**config.mk**
```make
export PLATFORM = sky130hd
export DESIGN_NAME = rtt_timeout_estimator_core
export DESIGN_NICKNAME = d
export VERILOG_FILES = /design/src/rtl/rte_pkg.sv /design/src/rtl/rte_peer_table.sv /design/src/rtl/rte_update.sv /design/src/rtl/rtt_timeout_estimator_core.sv
export SDC_FILE = /design/constraint.sdc
export NUM_CORES = 2
export LEC_CHECK = 0
export ABC_AREA = 1
export CORE_ASPECT_RATIO = 1.4
export CORE_MARGIN = 2
export CORE_UTILIZATION = 40
export DETAILED_ROUTE_END_ITERATION = 12
export DONT_BUFFER_PORTS = 1
export PLACE_DENSITY_LB_ADDON = 0.05
export SLEW_MARGIN = 20
export SYNTH_ARGS = -nofsm -noshare
export SYNTH_HDL_FRONTEND = slang
export SYNTH_SLANG_ARGS = --single-unit
```
**constraint.sdc**
```tcl
create_clock -name clk -period 11.8 [get_ports clk]
set_input_delay 1.18 -clock clk [delete_from_list [all_inputs] [get_ports clk]]
set_output_delay 1.18 -clock clk [all_outputs]
set_load 0.02 [all_outputs]
```
**src/rtl/rte_pkg.sv**
```systemverilog
// ----------------------------------------------------------------------------
// rte_pkg
// Shared types, constants and a helper function of the RTT timeout estimator.
// ----------------------------------------------------------------------------
package rte_pkg;

	localparam int NUM_PEERS = 16;
	localparam int PEER_W    = 4;
	localparam int IDX_W     = (NUM_PEERS > 1) ? $clog2(NUM_PEERS) : 1;
	localparam int TICK_W    = 10;

	localparam logic [1:0] KIND_SAMPLE = 2'd0;
	localparam logic [1:0] KIND_RETX   = 2'd1;
	localparam logic [1:0] KIND_CLEAR  = 2'd2;

	localparam logic [1:0] CFG_ENABLE = 2'd0;
	localparam logic [1:0] CFG_MIN    = 2'd1;
	localparam logic [1:0] CFG_MAX    = 2'd2;
	localparam logic [1:0] CFG_MARGIN = 2'd3;

	typedef struct packed {
		logic              enable;
		logic [TICK_W-1:0] min_ticks;
		logic [TICK_W-1:0] max_ticks;
		logic [TICK_W-1:0] margin_ticks;
	} cfg_t;

	typedef struct packed {
		logic [1:0]        kind;
		logic [PEER_W-1:0] peer;
		logic [TICK_W-1:0] delay_ticks;
		logic [7:0]        send_count;
		logic [TICK_W-1:0] waited_ticks;
		logic [31:0]       now_ticks;
	} item_t;

	typedef struct packed {
		logic              initialized;
		logic              provisional;
		logic [13:0]       scaled_srtt;
		logic [12:0]       scaled_rttvar;
		logic [TICK_W-1:0] timeout_value;
		logic [12:0]       scaled_delivery;
		logic              delivery_seen;
		logic              backed_off;
		logic [31:0]       last_backoff_time;
	} entry_t;

	// Packed with the last declared field, peer_out, in the lowest bits.
	typedef struct packed {
		logic              is_provisional;
		logic [TICK_W-1:0] delivery_ticks;
		logic              delivery_valid;
		logic [TICK_W-1:0] rtt_variance;
		logic [TICK_W-1:0] smoothed_rtt;
		logic [TICK_W-1:0] timeout_ticks;
		logic              estimate_valid;
		logic              accepted;
		logic [PEER_W-1:0] peer_out;
	} result_t;

	function automatic logic [TICK_W-1:0] clamp_ticks(input logic [13:0] v,
			input logic [TICK_W-1:0] lo, input logic [TICK_W-1:0] hi);
		logic [TICK_W-1:0] r;
		if (v < 14'(lo)) begin
			r = lo;
		end else if (v > 14'(hi)) begin
			r = hi;
		end else begin
			r = v[TICK_W-1:0];
		end
		return r;
	endfunction

endpackage

```
**src/rtl/rte_peer_table.sv**
```systemverilog
// ----------------------------------------------------------------------------
// rte_peer_table
// Per-peer estimator state in flip-flops, one read and one write port.
// ----------------------------------------------------------------------------
module rte_peer_table (
	input  logic                clk,
	input  logic                arst_n,
	input  logic [rte_pkg::IDX_W-1:0] raddr,
	output rte_pkg::entry_t     rdata,
	input  logic                we,
	input  logic [rte_pkg::IDX_W-1:0] waddr,
	input  rte_pkg::entry_t     wdata
);
	import rte_pkg::*;

	entry_t entry_q [NUM_PEERS];

	always_ff @(posedge clk or negedge arst_n) begin
		if (!arst_n) begin
			for (int i = 0; i < NUM_PEERS; i++) begin
				entry_q[i] <= '0;
			end
		end else if (we) begin
			entry_q[waddr] <= wdata;
		end
	end

	assign rdata = entry_q[raddr];

endmodule

```
**src/rtl/rte_update.sv**
```systemverilog
// ----------------------------------------------------------------------------
// rte_update
// Next-state and report logic for one item applied to one peer entry.
// ----------------------------------------------------------------------------
module rte_update (
	input  rte_pkg::item_t  item,
	input  rte_pkg::cfg_t   cfg,
	input  rte_pkg::entry_t cur,
	output rte_pkg::entry_t nxt,
	output logic            we,
	output rte_pkg::result_t res
);
	import rte_pkg::*;

	logic              peer_ok;
	logic              sample_ok;
	logic              clean;
	logic              add;
	logic              seed;
	logic [12:0]       del_new;
	logic [9:0]        half;
	logic [13:0]       srtt_seed;
	logic [12:0]       rv_seed;
	logic [10:0]       s_cur;
	logic [10:0]       mag;
	logic [13:0]       srtt_bl;
	logic [12:0]       rv_bl0;
	logic [12:0]       rv_bl;
	logic [13:0]       srtt_new;
	logic [12:0]       rv_new;
	logic [12:0]       allow;
	logic [TICK_W-1:0] rto_new;
	logic [31:0]       diff;
	logic              too_soon;
	logic              retx_ok;
	logic [11:0]       grown;

	assign peer_ok = {1'b0, item.peer} < (PEER_W + 1)'(NUM_PEERS);

	// Delivery average
	assign del_new = cur.delivery_seen
		? 13'(cur.scaled_delivery - (cur.scaled_delivery >> 2) + 13'(item.delay_ticks))
		: 13'({item.delay_ticks, 2'b00});

	// RTT sample, with Karn's rule on retransmitted acks
	assign sample_ok = (item.send_count != 8'd0) && (item.delay_ticks <= cfg.max_ticks);
	assign clean     = (item.send_count == 8'd1);
	assign add       = clean || !cur.initialized;
	assign seed      = clean ? !(cur.initialized && !cur.provisional) : 1'b1;

	assign half      = (item.delay_ticks > 10'd1)
		? 10'((11'(item.delay_ticks) + 11'd1) >> 1) : 10'd1;
	assign srtt_seed = 14'({item.delay_ticks, 3'b000});
	assign rv_seed   = 13'({half, 2'b00});

	assign s_cur   = cur.scaled_srtt[13:3];
	assign mag     = (11'(item.delay_ticks) >= s_cur)
		? 11'(11'(item.delay_ticks) - s_cur) : 11'(s_cur - 11'(item.delay_ticks));
	assign srtt_bl = 14'(cur.scaled_srtt - 14'(s_cur) + 14'(item.delay_ticks));
	assign rv_bl0  = 13'(cur.scaled_rttvar - (cur.scaled_rttvar >> 2) + 13'(mag));
	assign rv_bl   = (rv_bl0 < 13'd4) ? 13'd4 : rv_bl0;

	assign srtt_new = seed ? srtt_seed : srtt_bl;
	assign rv_new   = seed ? rv_seed : rv_bl;
	assign allow    = (rv_new < 13'(cfg.margin_ticks)) ? 13'(cfg.margin_ticks) : rv_new;
	assign rto_new  = clamp_ticks(14'(14'(srtt_new[13:3]) + 14'(allow)),
		cfg.min_ticks, cfg.max_ticks);

	// Backoff on retransmit, at most once per timeout interval
	assign diff     = item.now_ticks - cur.last_backoff_time;
	assign too_soon = cur.backed_off && (diff[31] || diff < 32'(cur.timeout_value));
	assign retx_ok  = cur.initialized && (item.waited_ticks >= cur.timeout_value) && !too_soon;
	assign grown    = 12'(cur.timeout_value)
		+ 12'((11'(cur.timeout_value) + 11'd1) >> 1);

	always_comb begin
		nxt = cur;
		we  = 1'b0;
		if (cfg.enable && peer_ok) begin
			unique case (item.kind)
				KIND_SAMPLE: begin
					if (sample_ok) begin
						we                  = 1'b1;
						nxt.scaled_delivery = del_new;
						nxt.delivery_seen   = 1'b1;
						nxt.provisional     = clean ? 1'b0
							: (cur.initialized ? cur.provisional : 1'b1);
						if (add) begin
							nxt.initialized   = 1'b1;
							nxt.scaled_srtt   = srtt_new;
							nxt.scaled_rttvar = rv_new;
							nxt.timeout_value = rto_new;
						end
					end
				end
				KIND_RETX: begin
					if (retx_ok) begin
						we                    = 1'b1;
						nxt.timeout_value     = clamp_ticks(14'(grown),
							cfg.min_ticks, cfg.max_ticks);
						nxt.backed_off        = 1'b1;
						nxt.last_backoff_time = item.now_ticks;
					end
				end
				KIND_CLEAR: begin
					we  = 1'b1;
					nxt = '0;
				end
				default: begin
					we = 1'b0;
				end
			endcase
		end
	end

	always_comb begin
		res          = '0;
		res.peer_out = item.peer;
		if (peer_ok) begin
			res.accepted = we;
			if (cfg.enable && nxt.initialized) begin
				res.estimate_valid = 1'b1;
				res.timeout_ticks  = clamp_ticks(14'(nxt.timeout_value),
					cfg.min_ticks, cfg.max_ticks);
			end
			if (nxt.initialized) begin
				res.smoothed_rtt   = nxt.scaled_srtt[TICK_W+2:3];
				res.rtt_variance   = nxt.scaled_rttvar[TICK_W+1:2];
				res.is_provisional = nxt.provisional;
			end
			res.delivery_valid = nxt.delivery_seen;
			if (nxt.delivery_seen) begin
				res.delivery_ticks = nxt.scaled_delivery[TICK_W+1:2];
			end
		end
	end

endmodule

```
**src/rtl/rtt_timeout_estimator_core.sv**
```systemverilog
// ----------------------------------------------------------------------------
// rtt_timeout_estimator_core
// Per-peer retransmit timeout estimator with Karn's rule and backoff.
// ----------------------------------------------------------------------------
// Every input transfer yields exactly one report transfer for its peer. The
// block takes one item per clock cycle unless the report side stalls: the
// item is registered, then the peer's entry is read from a flip-flop table,
// updated by one pass of combinational logic and written back in the same
// cycle as the report is registered; a report follows the item and report
// registers, and back-to-back items for the same peer see each other's
// updates. The table is cleared by reset at once; no clearing pass is needed.
module rtt_timeout_estimator_core (
	input  logic        clk,
	input  logic        arst_n,
	input  logic        s_tvalid,
	output logic        s_tready,
	// peer, delay_ticks, send_count, waited_ticks, now_ticks
	input  logic [63:0] s_tdata,
	// kind
	input  logic [1:0]  s_tuser,
	output logic        m_tvalid,
	input  logic        m_tready,
	// peer_out, accepted, estimate_valid, timeout_ticks, smoothed_rtt,
	// rtt_variance, delivery_valid, delivery_ticks, is_provisional
	output logic [47:0] m_tdata,
	input  logic        cfg_we,
	input  logic [1:0]  cfg_index,
	input  logic [9:0]  cfg_wdata
);
	import rte_pkg::*;

	cfg_t    cfg_q;
	item_t   item_s1;
	logic    valid_s1;
	result_t res_q;
	logic    m_valid_q;

	logic    advance;
	logic    fire;
	entry_t  cur;
	entry_t  nxt;
	logic    upd_we;
	result_t res;

	always_ff @(posedge clk or negedge arst_n) begin
		if (!arst_n) begin
			cfg_q.enable       <= 1'b1;
			cfg_q.min_ticks    <= TICK_W'(1);
			cfg_q.max_ticks    <= TICK_W'(126);
			cfg_q.margin_ticks <= TICK_W'(4);
		end else if (cfg_we) begin
			unique case (cfg_index)
				CFG_ENABLE: cfg_q.enable       <= cfg_wdata[0];
				CFG_MIN:    cfg_q.min_ticks    <= cfg_wdata[TICK_W-1:0];
				CFG_MAX:    cfg_q.max_ticks    <= cfg_wdata[TICK_W-1:0];
				CFG_MARGIN: cfg_q.margin_ticks <= cfg_wdata[TICK_W-1:0];
				default:    cfg_q              <= cfg_q;
			endcase
		end
	end

	assign advance  = !m_valid_q || m_tready;
	assign fire     = valid_s1 && advance;
	assign s_tready = !valid_s1 || advance;

	always_ff @(posedge clk or negedge arst_n) begin
		if (!arst_n) begin
			valid_s1 <= 1'b0;
		end else if (s_tready) begin
			valid_s1 <= s_tvalid;
		end
	end

	always_ff @(posedge clk) begin
		if (s_tvalid && s_tready) begin
			item_s1.kind         <= s_tuser;
			item_s1.peer         <= s_tdata[3:0];
			item_s1.delay_ticks  <= s_tdata[13:4];
			item_s1.send_count   <= s_tdata[21:14];
			item_s1.waited_ticks <= s_tdata[31:22];
			item_s1.now_ticks    <= s_tdata[63:32];
		end
	end

	rte_peer_table u_table (
		.clk    (clk),
		.arst_n (arst_n),
		.raddr  (item_s1.peer[IDX_W-1:0]),
		.rdata  (cur),
		.we     (fire && upd_we),
		.waddr  (item_s1.peer[IDX_W-1:0]),
		.wdata  (nxt)
	);

	rte_update u_update (
		.item (item_s1),
		.cfg  (cfg_q),
		.cur  (cur),
		.nxt  (nxt),
		.we   (upd_we),
		.res  (res)
	);

	always_ff @(posedge clk or negedge arst_n) begin
		if (!arst_n) begin
			m_valid_q <= 1'b0;
		end else if (advance) begin
			m_valid_q <= valid_s1;
		end
	end

	always_ff @(posedge clk) begin
		if (fire) begin
			res_q <= res;
		end
	end

	assign m_tvalid = m_valid_q;
	assign m_tdata  = res_q;

	a_ready_when_empty: assert property (@(posedge clk) disable iff (!arst_n)
		!m_valid_q |-> s_tready)
		else $error("input stalled while the result register is empty");

	a_write_makes_result: assert property (@(posedge clk) disable iff (!arst_n)
		(fire && upd_we) |=> (m_valid_q && res_q.accepted))
		else $error("table write without an accepted report");

	a_disabled_quiet: assert property (@(posedge clk) disable iff (!arst_n)
		(m_valid_q && !cfg_q.enable) |-> (!res_q.accepted && !res_q.estimate_valid))
		else $error("report claims an update while disabled");

	a_timeout_clamped: assert property (@(posedge clk) disable iff (!arst_n)
		(m_valid_q && res_q.estimate_valid && cfg_q.min_ticks <= cfg_q.max_ticks)
		|-> (res_q.timeout_ticks >= cfg_q.min_ticks
			&& res_q.timeout_ticks <= cfg_q.max_ticks))
		else $error("reported timeout outside the configured limits");

endmodule

```
# Word level (Yosys, flattened, before mapping)
# Index checks and enable logic that the tools add are counted.
[totals] ff_bits=1523 in_bits=83 out_inout_bits=50 wordCells=264
[op_classes] add_sub_neg=13 magnitude_cmp=15 eq_ne=6 n_mux=37 bitwise=1 n_reduce_logical=27
[ops] op="bitwise mux 1376 bit" count=1
[ops] op="binary-select mux 86 bit (select 4 bit)" count=1
[ops] op="demux 86 bit (select 4 bit)" count=1
[ops] op="2-to-1 mux 86 bit" count=4
[ops] op="2-to-1 mux 10 bit" count=8
[ops] op="case mux 33 bit (2 select lines)" count=1
[ops] op="case mux 29 bit (2 select lines)" count=1
[ops] op="2-to-1 mux 53 bit" count=1
[ops] op="2-to-1 mux 13 bit" count=4
[ops] op="2-to-1 mux 37 bit" count=1
[ops] op="2-to-1 mux 33 bit" count=1
[ops] op="less-than comparator 32 x 10 -> 1 bit" count=1
[ops] op="subtractor 32 bit" count=1
[ops] op="case mux 10 bit (3 select lines)" count=1
[ops] op="case mux 14 bit (2 select lines)" count=1
[ops] op="subtractor 13 x 11 -> 13 bit" count=2
[ops] op="adder 10 x 1 -> 11 bit (second input constant)" count=2
[ops] op="adder 11 x 13 -> 14 bit" count=1
[ops] op="adder 14 x 10 -> 14 bit" count=1
[ops] op="> comparator 14 x 10 -> 1 bit" count=1
[ops] op="less-than comparator 14 x 10 -> 1 bit" count=1
[ops] op="2-to-1 mux 14 bit" count=1
[ops] op="subtractor 14 x 11 -> 14 bit" count=1
[ops] op="adder 13 x 10 -> 13 bit" count=1
[ops] op="29 further kinds" count=60

# Logic depth before layout (Yosys ltp)
[depth] word_depth=23 ltp_mapped=100 depth_no_buf=89

# Cells and area by module
# From an unflattened synthesis, not the netlist that was laid out.
[hier_totals] cells_unflattened=11527 area_unflattened_um2=84552.3
[by_module_without_submodules] module="rte_peer_table" n_inst=1 cells_each=8890 area_each_um2=66368.7 seq_area_each_um2=34433.0
[by_module_without_submodules] module="rte_update" n_inst=1 cells_each=2367 area_each_um2=13233.9 seq_area_each_um2=0.0
[by_module_without_submodules] module="rtt_timeout_estimator_core" n_inst=1 cells_each=270 area_each_um2=4949.7 seq_area_each_um2=4260.3

# Worst setup path after synthesis
# Ideal clock, no wire load.
[synth_path] path_kind="register to register" from="register item_s1[60] (netlist bit)" to="register res_q (netlist bit m_tdata[12]), data pin" setup_ns=0.255 arrival_time_ns=12.171 required_time_ns=11.545 path_slack_ns=-0.626 stages_incl_launch_ff=92 n_path_buf=12 period_less_slack_ns=12.426 path_cell_list="edfxtp_1 buf_6 nand2_4 inv_4 buf_6 buf_6 buf_6 buf_6 buf_4 buf_2 a22oi_1 a31o_2 nand4_1 ha_1 nand2_1 o21ai_0 nand2_1 nand2_1 [56 not listed] buf_2 o211ai_1 o211ai_1 nand2_1 nand3_1 nand2_1 buf_2 inv_1 ha_1 nand2_1 inv_1 nand3_1 a31oi_1 a2111oi_2 clkbuf_1 nand3_1 nand2_1 nor2_1"
[synth_rtl] item="from (decl)" line="rtt_timeout_estimator_core.sv:33" text="item_t item_s1;"
[synth_rtl] item="to (signal assigned)" line="rtt_timeout_estimator_core.sv:114" text="res_q <= res;"
[synth_rtl] item="to (decl)" line="rtt_timeout_estimator_core.sv:35" text="result_t res_q;"

==> impl_results.md <==
- CTS Buf Count: between 150 and 200
- Vias in the first global route: between 60k and 70k
- Psw: approximately 0.0037 W
- Crit path DAT: 12.45 ns
- Worst reg2reg path depth: 90
- Hold Vio Cnt, Final: 0
- Synth top area cells: dfrtp_1, nand2_1, o21ai_0, a22oi_1, o21ai_1
- H-tree Lvls: 4
- Die Wd: 373 µm
- Fin. max-slew vios: 0
- WL final: ~290 mm
- Yosys Warn Count: 0
- Final GP Congestion: around 0.97
- Vias per cell: about 5.6
- Drt drc: 0
- Logic pwr share: between 10% and 20%
- Worst path bufs/invs: 25
- PortBufs: 0
- Via count: between 60k and 70k
- Post-layout nets: between 9k and 10k
- Antenna-violating nets left: 0
- Main flop type after synthesis: dfrtp_1
- Clock power share: between 40% and 50%
- Distinct cell type count after synthesis: 78
- Failing checks: setup timing
- Most frequent cells in the layout: nand2_1, dfrtp_1, o21ai_0, o21ai_1, a22oi_1
- Commonest non-fill, non-tap cell in the layout: nand2_1
- Max IR drop VDD: roughly 0.00012 V
- Syn Inst Count: between 8k and 9k
- Sw Ratio: a little under 30%
- RSZ-0062 raised after global routing: yes
- Leakage power total: 37.1 nW
- Clock Sinks: 1523
- Crit end category: flip-flop
- Share of layout cells above drive strength 1: about an eighth
- Initial antenna violation count: 6
- Period utilisation layout: 101%
- Async S/R FF share, synth: 92.5%
- Clock Path Buffers: 3
- Clk_skew: around 0.043 ns
- Row count: about 190
- GRT overflow: 0
- Core area: 189000 µm²
- Max frequency: between 80 and 90 MHz
- Setup tns final: -0.296 ns
- Slowest stage delay, CP: 0.48 ns
- CTS tree: done
- Drt pass-1 iters: 5
- Crit path depth: 90
- Die extent in y: 520 µm
- Number of synthesized flops with an enable pin: 114
- Final Util: a little under half
- Synth top area share: roughly 46%
- # fillers: 18.7k
- Routed len/inst: roughly 25 µm
- Part of the power in registers: between 40 and 50%
- Placement Setup Slack: -0.397 ns
- Syn nets: ~9.0k
- Internal power: ~0.0090 W
- Max Fanout on Critical Path: 6
- Seq/Total Area, Yosys: between 50% and 60%
- Area grow syn2layout: 13.4%
- PwrDens: approximately 150 nW/µm²
- HP Class: input port to asynchronous set/reset pin
- Reg clk slew, reported paths: roughly 0.060 ns
- Status: finished with violations
- I/O Pins: 133
- Largest net degree at the start of global routing: approximately 230
- Clock root buffer: clkbuf_16
- First-pass GRT wire length: roughly 420 mm
- Slowest cell on the critical path: fa_1
- CP delay by family, top: simple AND/OR/NAND/NOR gates
- Die footprint: 194000 µm²
- Netlist Area Pre-Place: 76100 µm²
- Worst skew pair latency: roughly 0.84 ns
- Worst setup margin: -0.0687 ns
- DR iter-0 viols: a little under 6k
- Crit-path most repeated cell: nand2_1
- Initial Util: roughly two fifths
- # setup viols final: 10
- Crit start category: flip-flop
- GR Util All Layers: 29.0%
- Max Cap Viol: 0
- Worst relative slew slack: a little under a fifth
- Critical Path RT: 12.38 ns
- Dpl hpwl: around 170 mm
- Synth area leader: dfrtp_1
- Worst-Margin Slew: 1.20 ns
- Crit path time final: 11.87 ns
- Synthesized area per cell: between 8 and 9 µm²
- Crit path kind: flip-flop to flip-flop
- Seq cells post-synth: 1523
==> power by group through the flow <==
stage | clock network, W | registers, W | logic, W
after detailed placement | 0 | 0.00558 | 0.00172
after global placement | 0 | 0.00558 | 0.00171
after floorplan | 0 | 0.00554 | 0.000970
after CTS | 0.00529 | 0.00548 | 0.00183
final | 0.00517 | 0.00548 | 0.00205
after global routing | 0.00549 | 0.00549 | 0.00222
==> sequential cells by signal, summed over array words and instances, names as in the netlist <==
| name | count |
|---|---|
| item_s1 | 66 |
| m_tvalid | 1 |
| valid_s1 | 1 |
| u_table.entry_q | 1376 |
| cfg_q | 31 |
| m_tdata | 48 |
==> what timing repair did <==
action | CTS | global route
endpoints found under the hold margin | 1 | 0
hold buffers | 1 | 0
gates resized for setup | 68 | 159
pin swaps | 41 | 97
setup endpoints to repair | 10 | 158
setup buffers | 43 | 42
cloned | 6 | 8
==> worst register-to-register path, delay by kind of cell, from the launching register on <==
kind / cells / cell delay, ns
simple gates: 35 / 3.06
buf+inv: 25 / 2.59
xor+xnor: 3 / 0.46
fa+ha+maj: 8 / 2.49
compound gates: 19 / 2.62
flops: 1 / 0.44
==> synthesized netlist by cell type, types with 114 or more instances <==
master       n
ha_1       215
dfrtp_1   1400
buf_6      137
a31o_2     131
buf_2      136
a21oi_1    317
inv_1      462
edfxtp_1   114
nor2_1     183
clkbuf_1   249
nand2_1   2547
o21ai_0    904
a22oi_1    485
o21ai_1    687
==> worst paths after layout <==
path | startpoint | slack [ns] | endpoint
worst min register to register | item_s1[62] | 0.45 | m_tdata[2]
worst min-delay path | arst_n | 0.07 | u_table.entry_q[25]
worst max register to register | item_s1[60] | -0.07 | m_tdata[9]
worst max-delay path | item_s1[60] | -0.07 | m_tdata[9]
min in group clk | s_tdata[27] | 0.44 | item_s1[37]
max in group asynchronous | arst_n | 8.44 | u_table.entry_q[660]
==> cell type report <==
cell class	instances	area [µm²]	area share (%)
Sequential cell	1523	38700	44.8
Timing Repair inverter	1	8.76	0.0101
Antenna cell	4	10.0	0.0116
Inverter	504	2010	2.33
Clock inverter	64	663	0.768
Multi-Input combinational cell	6035	33000	38.2
Clock buffer	227	4580	5.30
Timing Repair Buffer	460	4260	4.93
Tap cell	2483	3110	3.60
==> metrics by stage <==
stage	instances	area, µm²	hold WS [ns]	power (W)
floorplan	8670	76300	0.447	0.00651
global placement	10900	78900	0.442	0.00729
detailed placement	10900	79000	0.445	0.00730
CTS	11200	85000	0.0132	0.0126
global route	11300	86300	0.0279	0.0132
finish	11300	86300	0.0735	0.0127
==> layer usage <==
metal | routed length [µm] | share of wire [%] | track usage, %
met5 | 11 | 0.0039 | 0
met4 | 12400 | 4.4 | 11.3
met3 | 12400 | 4.3 | 3.54
met2 | 142000 | 50 | 51.2
met1 | 118000 | 41 | 36.2
==> cells by family after synthesis <==
group	Yosys count	synth area share [%]
adders and majority gates	251	4.48
xor gates and xnor gates	67	0.771
buffers and inverters	1114	7.40
muxes	3	0.0394
AOI/OAI and AO/OA	2673	20.3
DFF	1523	50.8
and+or+nand+nor	3039	16.2
(Power assumes the default switching activity.)
